===== config.mk =====
export PLATFORM = sky130hd
export DESIGN_NAME = drsu_ram
export DESIGN_NICKNAME = d
export VERILOG_FILES = /design/src/hdl/drsu_ram.sv
export SDC_FILE = /design/constraint.sdc
export NUM_CORES = 2
export LEC_CHECK = 0
export ABC_AREA = 1
export BUFFER_PORTS_ARGS = -buffer_cell sky130_fd_sc_hd__clkbuf_2
export CORE_MARGIN = 4
export CORE_UTILIZATION = 35
export DETAILED_ROUTE_END_ITERATION = 10
export SETUP_SLACK_MARGIN = 0.05
export SLEW_MARGIN = 20
export SYNTH_ARGS = -nofsm -noshare
export SYNTH_HDL_FRONTEND = slang
export SYNTH_SLANG_ARGS = --single-unit

===== constraint.sdc =====
create_clock -name clock -period 7.8 [get_ports clock]
set_clock_uncertainty 0.05 [all_clocks]
set_input_delay 0.39 -clock clock [delete_from_list [all_inputs] [get_ports clock]]
set_output_delay 0.39 -clock clock [all_outputs]
set_load 0.02 [all_outputs]

===== src/hdl/drsu_ram.sv =====
module drsu_ram #(
   parameter int DEPTH = 64,
   parameter int WIDTH = 32
) (
   input  logic                     clock,
   input  logic                     we,
   input  logic                     re,
   input  logic [$clog2(DEPTH)-1:0] addr,
   input  logic [WIDTH-1:0]         wdata,
   output logic [WIDTH-1:0]         rdata
);

   logic [WIDTH-1:0] mem [DEPTH];
   logic [WIDTH-1:0] rdata_ff;

   // Single port: write or registered read
   always_ff @(posedge clock) begin
      if (we) begin
         mem[addr] <= wdata;
      end
      if (re) begin
         rdata_ff <= mem[addr];
      end
   end

   assign rdata = rdata_ff;

endmodule


==> impl_metrics.toml <==
[final_layout]
layout-drive-gt1-share_pct = 7.06
fillCellCount = 23702
final_util_pct = 39.8
finalInstanceArea_sq_um = 98100
final_cells = 11960
final_net_count = 8507
area_delta_synth_final_pct = 13.0

[placement]
dp_cells = 11559
place_congestion = 0.836
placed_area_sq_um = 91500
detailed_place_hpwl_microns = 144000
port-buffer-count = 72
pre_cts_ws_ps = 3480

[sta]
setup_ws_ps = 4250
worst_pin_slew_ps = 1240
period_needed_ps = 3550
period_share_pct = 45.5
rsz0062_at_grt = "false"
finalMaxSlewViolations = 0
setup_viol = 0
hold_viol_final = 0
max_freq_mhz = 282
fin_setup_tns_ps = 0
relSlewSlack_pct = 17.6

[yosys]
synth_nets = 8481
ys.warnings.count = 0
synth_cell_types = 20
synth_edf_count = 2080
avgSynthCellArea_sq_um = 10.3
async_reset_ff_share_pct = 0
synth-main-ff-cell = "edfxtp_1"
yosys.area.top_type = "edfxtp_1"
synthDominantCellAreaShare_pct = 71.9
syn_inst = 8440
synth_seq_cells = 2080
netlist_area_sq_um = 86800
synth.area.top_cells = "edfxtp_1 (72%), nand2_1 (25%), buf_2 (1.4%)"
synth-seq-area-share_pct = 71.9

[route]
num_vias = 59304
wire_per_inst_microns = 22.1
dr.pass1.iters = 6
ant_nets = 0
drc = 0
drtIter0Drc = 6851
postRouteWirelength_microns = 265000
via_per_inst = 4.96

[floorplan]
initial_core_util_pct = 35.2
die_h_microns = 506
rows = 182
die_w_microns = 506
dieArea_sq_um = 256000
ioPinCount = 73
core_area_sq_um = 246000

[setup_path]
r2r_slack_ps = 5560
worstSetupStartpointType = "input pin"
cp_data_arrival_time_ps = 4070
cp.required_ps = 8320
crit_type = "input pin to register"
endpoint_kind = "register"
worstReg2RegStart = "mem[11][14]"
worstReg2RegEnd = "rdata[14]"
worstRegToRegCells = 10
critPathMaxFanout = 164

[hold_path]
worstHoldPathCells = 1
min_to = "mem[33][12]"
hp-class = "input pin to register"
hold_start = "wdata[12]"

[job]
maxCapViolCount = 0

[run_status]
status = "finished, final reports clean"

[grt]
grt_usage_pct = 20.2
grt_max_degree = 177
grt_first_pass_wirelength_microns = 387000
antenna_found_initial = 20
grt_pass1_vias = 56835
overflow = 0

[cts]
clk_pin_slew_ps = 60
clock_latency_ps = 850
cts_tree = "built"
clock_sinks = 2080
cts_resized = 0
root_buffer = "clkbuf_16"
ctsHtreeMaxLevel = 4
clock_path_buffers = 3
cts_buffers = 212

[pwr]
leakagePower_nw = 40.2
p_per_area_nw_per_um2 = 241
ir_drop_mv = 0.203
[state kept, by name, indices dropped and copies added, names as in the netlist]
register,count
mem,2048
rdata,32
[critical path, cell delays in order]
cell     delay (ps)
buf_8           520
inv_8           330
buf_12          330
buf_12          540
nand2_1         140
nand2_1          60
nand2_1          50
nand2_1          70
nand2_1          60
nand2_1          70
nand2_1         240
nand2_1          80
nor2_1          560
nand2_1         110
[layout by cell type, fill, tap and decap left out, types with 4 or more instances in the layout]
| master | n |
|---|---|
| clkbuf_2 | 58 |
| nand2_1 | 5728 |
| clkinv_1 | 51 |
| inv_6 | 5 |
| buf_4 | 131 |
| nor2_4 | 62 |
| inv_2 | 11 |
| nand3_1 | 13 |
| buf_12 | 20 |
| inv_1 | 16 |
| or2_2 | 5 |
| clkinv_2 | 44 |
| nor3_4 | 7 |
| buf_16 | 8 |
| nor2_1 | 75 |
| buf_2 | 11 |
| clkbuf_1 | 48 |
| clkbuf_16 | 214 |
| clkinvlp_4 | 4 |
| bufinv_16 | 10 |
| o21ai_0 | 5 |
| edfxtp_1 | 2080 |
| o211ai_1 | 5 |
| buf_8 | 4 |
| diode_2 | 10 |
[timing repair]
| item | CTS | global route |
|---|---|---|
| hold endpoints to repair | 10 | 0 |
| buffers inserted | 0 | 0 |
| hold buffers | 2 | 0 |
[cell families after synthesis]
group	Yosys count	share of synthesized area [%]
AO/OA/AOI/OAI	12	0.0836
buffers and inverters	452	2.39
AND/OR/NAND/NOR	5896	25.6
flip-flops	2080	71.9
[cells in the mapped netlist, types with 2 or more instances]
master / number
o21ai_1: 2
nand3_1: 13
inv_1: 16
edfxtp_1: 2080
nand2_1: 5728
or2_2: 5
o21ai_0: 5
nor4_1: 2
buf_6: 4
buf_1: 27
o211ai_1: 5
nand4_1: 2
buf_4: 11
nor2_1: 137
buf_2: 244
inv_2: 14
clkbuf_1: 136
nor3_2: 7
[cell type report]
| cell class | instances | area (sq um) | share of cell area, % |
|---|---|---|---|
| diodes | 10 | 25.0 | 0.0255 |
| clock buffers | 262 | 5540 | 5.64 |
| clock inverters | 124 | 982 | 1.00 |
| inverters | 30 | 135 | 0.138 |
| multi-input cells | 5908 | 22800 | 23.3 |
| flip-flops and latches | 2080 | 62500 | 63.7 |
| well taps | 3312 | 4140 | 4.22 |
| repair buffers | 234 | 2030 | 2.07 |
[routing by layer]
metal  GRT usage (%)  up-vias  part of all wire [%]  wire [microns]
met5               0        -                 0.019              49
met4            6.90        8                   3.6            9450
met3            3.40      433                   7.6           20100
met2            33.3     2471                    48          127000
met1            27.1    29017                    41          109000
li1                -    27375                     -               -
[power breakdown]
| part | internal (W) | switching [W] |
|---|---|---|
| Combinational | 0.000319 | 0.00120 |
| Sequential | 0.0124 | 0.0000606 |
| Clock | 0.00536 | 0.00431 |
| Total | 0.0181 | 0.00557 |
[metrics by stage]
| step | hold WS, ps | power [W] |
|---|---|---|
| after floorplan | 439 | 0.0135 |
| after global placement | 719 | 0.0142 |
| after detailed placement | 713 | 0.0142 |
| after CTS | 89.7 | 0.0238 |
| after global routing | 104 | 0.0244 |
| final | 109 | 0.0237 |
[how the worst max path moves through the flow]
stage	cells after the start	startpoint	slack, ps	to
floorplan	6	addr[0]	3080	mem[41][0]
global placement	6	addr[1]	3390	mem[34][5]
detailed placement	7	addr[1]	3480	mem[18][27]
CTS	7	addr[1]	4390	mem[18][11]
global route	14	addr[0]	4190	rdata[13]
finish	14	addr[0]	4250	rdata[13]
(Power assumes the default switching activity.)
