### config.mk
export PLATFORM = sky130hd
export DESIGN_NAME = drsu_fxmul
export DESIGN_NICKNAME = d
export VERILOG_FILES = /design/src/hdl/drsu_pkg.sv /design/src/hdl/drsu_fxmul.sv
export SDC_FILE = /design/constraint.sdc
export NUM_CORES = 2
export LEC_CHECK = 0
export BUFFER_PORTS_ARGS = -buffer_cell sky130_fd_sc_hd__buf_2
export CAP_MARGIN = 0
export CORE_MARGIN = 8
export CORE_UTILIZATION = 55
export CTS_CLUSTER_DIAMETER = 100
export DETAILED_ROUTE_END_ITERATION = 8
export PLACE_DENSITY = 0.81
export REMOVE_ABC_BUFFERS = 1
export SYNTH_ARGS = -nofsm -noshare
export SYNTH_HDL_FRONTEND = slang
export SYNTH_SLANG_ARGS = --single-unit
### constraint.sdc
create_clock -name clock -period 8.8 [get_ports clock]
set_input_delay 0.44 -clock clock [delete_from_list [all_inputs] [get_ports clock]]
set_output_delay 0.44 -clock clock [all_outputs]
set_load 0.05 [all_outputs]
### src/hdl/drsu_pkg.sv
package drsu_pkg;

   // Geometry
   localparam int QUERY_HEADS = 16;
   localparam int HEAD_DIM    = 64;
   localparam int KV_SLOTS    = 64;
   localparam int ELEM_W      = 6;
   localparam int HEAD_W      = 6;
   localparam int QH_W        = (QUERY_HEADS > 1) ? $clog2(QUERY_HEADS) : 1;
   localparam int DATA_W      = 32;
   localparam int CFG_W       = 7;
   localparam int ACC_W       = DATA_W + 7;

   // Register indexes (byte address bit 2)
   localparam logic REG_GROUP_SIZE = 1'b0;
   localparam logic REG_KV_HEADS   = 1'b1;

   // Constant one in Q16.16
   localparam logic [16:0] FX_ONE = 17'd65536;

   // Sigmoid samples at 0..8, Q16.16
   localparam logic [15:0] SIG_TAB [9] = '{
      16'd32768, 16'd47911, 16'd57724, 16'd62428, 16'd64357,
      16'd65097, 16'd65374, 16'd65476, 16'd65514
   };

   localparam logic signed [63:0] SAT_HI = 64'sh0000_0000_7FFF_FFFF;
   localparam logic signed [63:0] SAT_LO = -64'sh0000_0000_8000_0000;

   // Clamp a wide signed value to 32 bits
   function automatic logic signed [31:0] sat32(input logic signed [63:0] v);
      logic signed [31:0] r;
      if (v > SAT_HI) begin
         r = 32'sh7FFF_FFFF;
      end else if (v < SAT_LO) begin
         r = 32'sh8000_0000;
      end else begin
         r = v[31:0];
      end
      return r;
   endfunction

   // Piecewise linear sigmoid on Q16.16, saturated beyond 8.0
   function automatic logic signed [31:0] fx_sigmoid(input logic signed [31:0] x);
      logic [31:0] a;
      logic [3:0]  idx;
      logic [15:0] lo;
      logic [15:0] hi;
      logic [31:0] stepv;
      logic [16:0] f;
      logic [16:0] r;
      a = x[31] ? (~x + 32'd1) : x;
      if (a >= 32'h0008_0000) begin
         f = {1'b0, SIG_TAB[8]};
      end else begin
         idx   = {1'b0, a[18:16]};
         lo    = SIG_TAB[idx];
         hi    = SIG_TAB[idx + 4'd1];
         stepv = (hi - lo) * a[15:0];
         f     = {1'b0, lo} + {1'b0, stepv[31:16]};
      end
      r = x[31] ? (FX_ONE - f) : f;
      return {15'd0, r};
   endfunction

endpackage

### src/hdl/drsu_fxmul.sv
module drsu_fxmul import drsu_pkg::*; (
   input  logic                     clock,
   input  logic signed [DATA_W-1:0] a,
   input  logic signed [DATA_W-1:0] b,
   output logic signed [DATA_W-1:0] y
);

   logic signed [63:0]       prod_in;
   logic signed [63:0]       prod_ff;
   logic signed [63:0]       rnd;
   logic signed [DATA_W-1:0] y_in;
   logic signed [DATA_W-1:0] y_ff;

   // Full product, then round half up and clamp
   always_comb begin
      prod_in = a * b;
      rnd     = (prod_ff + 64'sd32768) >>> 16;
      y_in    = sat32(rnd);
   end

   always_ff @(posedge clock) begin
      prod_ff <= prod_in;
      y_ff    <= y_in;
   end

   assign y = y_ff;

endmodule
==> metrics <==
outcome=completed; number of port buffers=96; TNS Setup=0 ns; hold slack=0.551 ns; final hold vios=0; initial core utilization=0.552; gpl congestion=about 0.95; crit-path cells=buf_2 -> nand2_1 -> fa_1 -> fa_1 -> fa_1 -> fa_1 -> inv_1 -> fa_1 -> inv_1 -> fa_1 -> inv_1 -> fa_1 -> fa_1 -> ha_1 -> a21o_1 -> a21o_1 -> a2111oi_0 -> o21ai_1 -> nor3b_2 -> a2111o_1 -> a211oi_1 -> or4bb_1 -> o311ai_2; worst r2r dst=y[19]; final WL=98300 µm; Max Cap Viol=0; fin crit share=0.928; Crit Reg-Reg Startpoint=prod_ff[17]; vias in the first global route=approximately 32000; first-pass GRT wire length=roughly 160000 µm; cells on worst reg2reg path=9; drt wl/cell=19.8 µm; WS Path Type=in2reg; area of the die=78600 µm²; crit path max-delay cell type=fa_1; Worst Hold Class=reg2reg; Post-synth EDFFs=0; most frequent cells in the layout=fa_1, inv_1, nand2_1; H-tree depth=3; share of the synthesized area in the top cell type=0.563; largest net degree at the start of global routing=33; number of rows created at floorplan=97; GR Util met2=0.453; clock sink total=81; TritonRoute pass-1 iters=5; CTS tree=yes; Nets=approximately 5400; Mapped Cells=4070; Setup crit end=prod_ff[62]; clock latency on the worst-skew pair=0.34 ns; hold-fix buffer count after cts=0; Setup Skew=0.00652 ns; Via-to-Cell Ratio=about 5.5; Yosys warning count=0; CP endpoint kind=register; Seq/Total Area, Yosys=0.0422; sequential cell area=1620 µm²; Required @ worst endpoint=9.04 ns; grt met3 use=0.0435; multi-input logic area=32300 µm²; Slew @ Worst Pin=between 0.9 and 1 ns; die width=280 µm; met1 usage=0.306; clock tree buffer depth=2; largest fanout on the critical path=32; final antenna-violating net count=0; Synth Area per Inst=9.45 µm²; Yosys reg bits=81; final setup vio count=0; Rel. slew slack=0.375; Cell Area, Synth=38400 µm²; global-route usage over all layers=0.265; GRT overflow=0; cell repeated most along the worst path=fa_1; worst reg2reg setup slack=5.55 ns; Final Worst Setup Slack=~0.63 ns; Iter 0 DRT Violations=around 2000; drt drc=0; area leader, netlist=fa_1; Core ar.=69700 µm²; RSZ-0062 raised after global routing=no; synth top area cells=fa_1, inv_1, and2_1; crit path from=b[2]; initial antenna violation count=6; area grow syn2layout=4.10%; cts bufs inserted=9; filler instances=5801; Tmin final=about 8.2 ns; commonest non-fill, non-tap cell in the layout=fa_1; postcts setup bufs=0; CP Launch Type=input pin; final slew viol count=0; Reg clk slew, reported paths=0.06 ns; hpwl dp=81700 µm; Top Usage Layer GRT=met2; Post-synth ARST share=0; die span in y=280 µm; max incr delay on CP=roughly 0.60 ns; ys flop type=dfxtp_1; crit path DAT=8.40 ns; CTS root buf=clkbuf_16; post-cts resize count=0; layout cells sized above 1=0.0462; distinct cell type count after synthesis=73; # IOs=just under 100; via count=27300; Max Fclk=~120 MHz; Place WS=0.323 ns
==> sequential cells by signal, summed over array words and instances, names as in the netlist <==
name     flops
y           32
prod_ff     49
==> cells by family after synthesis <==
logic type / share of synthesized area
compound gates: 0.0322
xor+xnor: 0.0212
flops: 0.0422
buf+inv: 0.118
mux: 0.00104
fa+ha+maj: 0.622
simple gates: 0.163
==> stage by stage <==
| step | utilization | cell area [µm²] | cells |
|---|---|---|---|
| 4_1_cts | 0.574 | 40000 | 4970 |
| 2_1_floorplan | - | 37600 | 3862 |
| 3_5_place_dp | 0.570 | 39700 | 4954 |
| 5_1_grt | 0.574 | 40000 | 4970 |
| 3_3_place_gp | 0.570 | 39700 | 4954 |
| 6_report | 0.574 | 40000 | 4971 |
==> cell type report <==
class	count	share of cell area
clock buffer	10	0.00597
inverter	995	0.0933
multi-input combinational	2786	0.807
clock inverter	6	0.00166
sequential	81	0.0405
antenna	1	0.0000625
timing repair buffer	152	0.0225
tap	940	0.0294
==> metal layers <==
layer  share of wire  routed length, µm
met4           0.083               8120
met5               0                  0
met2            0.49              48000
met3           0.075               7340
met1            0.35              34900
==> how the worst min path moves through the flow <==
| stage | from | end | slack, ns | cells after the start |
|---|---|---|---|---|
| floorplan | prod_ff[63] | y[31] | 0.49 | 2 |
| global placement | prod_ff[32] | y[16] | 0.54 | 2 |
| detailed placement | prod_ff[32] | y[16] | 0.54 | 2 |
| CTS | prod_ff[63] | y[31] | 0.56 | 2 |
| global route | prod_ff[42] | y[26] | 0.60 | 2 |
| finish | prod_ff[63] | y[31] | 0.55 | 2 |
==> cell usage after synthesis (all sizes together) (2+ instances only) <==
cell type     n
o21bai        8
nor2         61
o211ai        3
inv         995
clkbuf      201
or2           4
a211oi       11
nand2       545
a2111o        2
nand4        19
o21ai        61
a311oi        4
a32oi         2
a21boi        2
or3           3
nor3         19
o311ai        2
nand2b       11
a21o         23
and2        502
a31oi         5
o21a          2
and4          5
xor2         44
fa         1081
a2111oi       4
nor3b         5
nor2b         5
mux2i         4
nand3        30
ha          181
nand4b        3
and3         17
o31ai         2
a211o         4
a311o         2
nor4          5
a21oi        40
dfxtp        81
xnor2        49
buf           7
==> worst max-delay path: cells and delay by family <==
kind	cells	cell delay, ns
simple gates	3	1.17
fa+ha+maj	9	4.45
buf+inv	4	0.72
compound gates	7	1.60
Power is not shown: default switching activity piles up to over one toggle a cycle in this logic, so the estimate is an artifact.
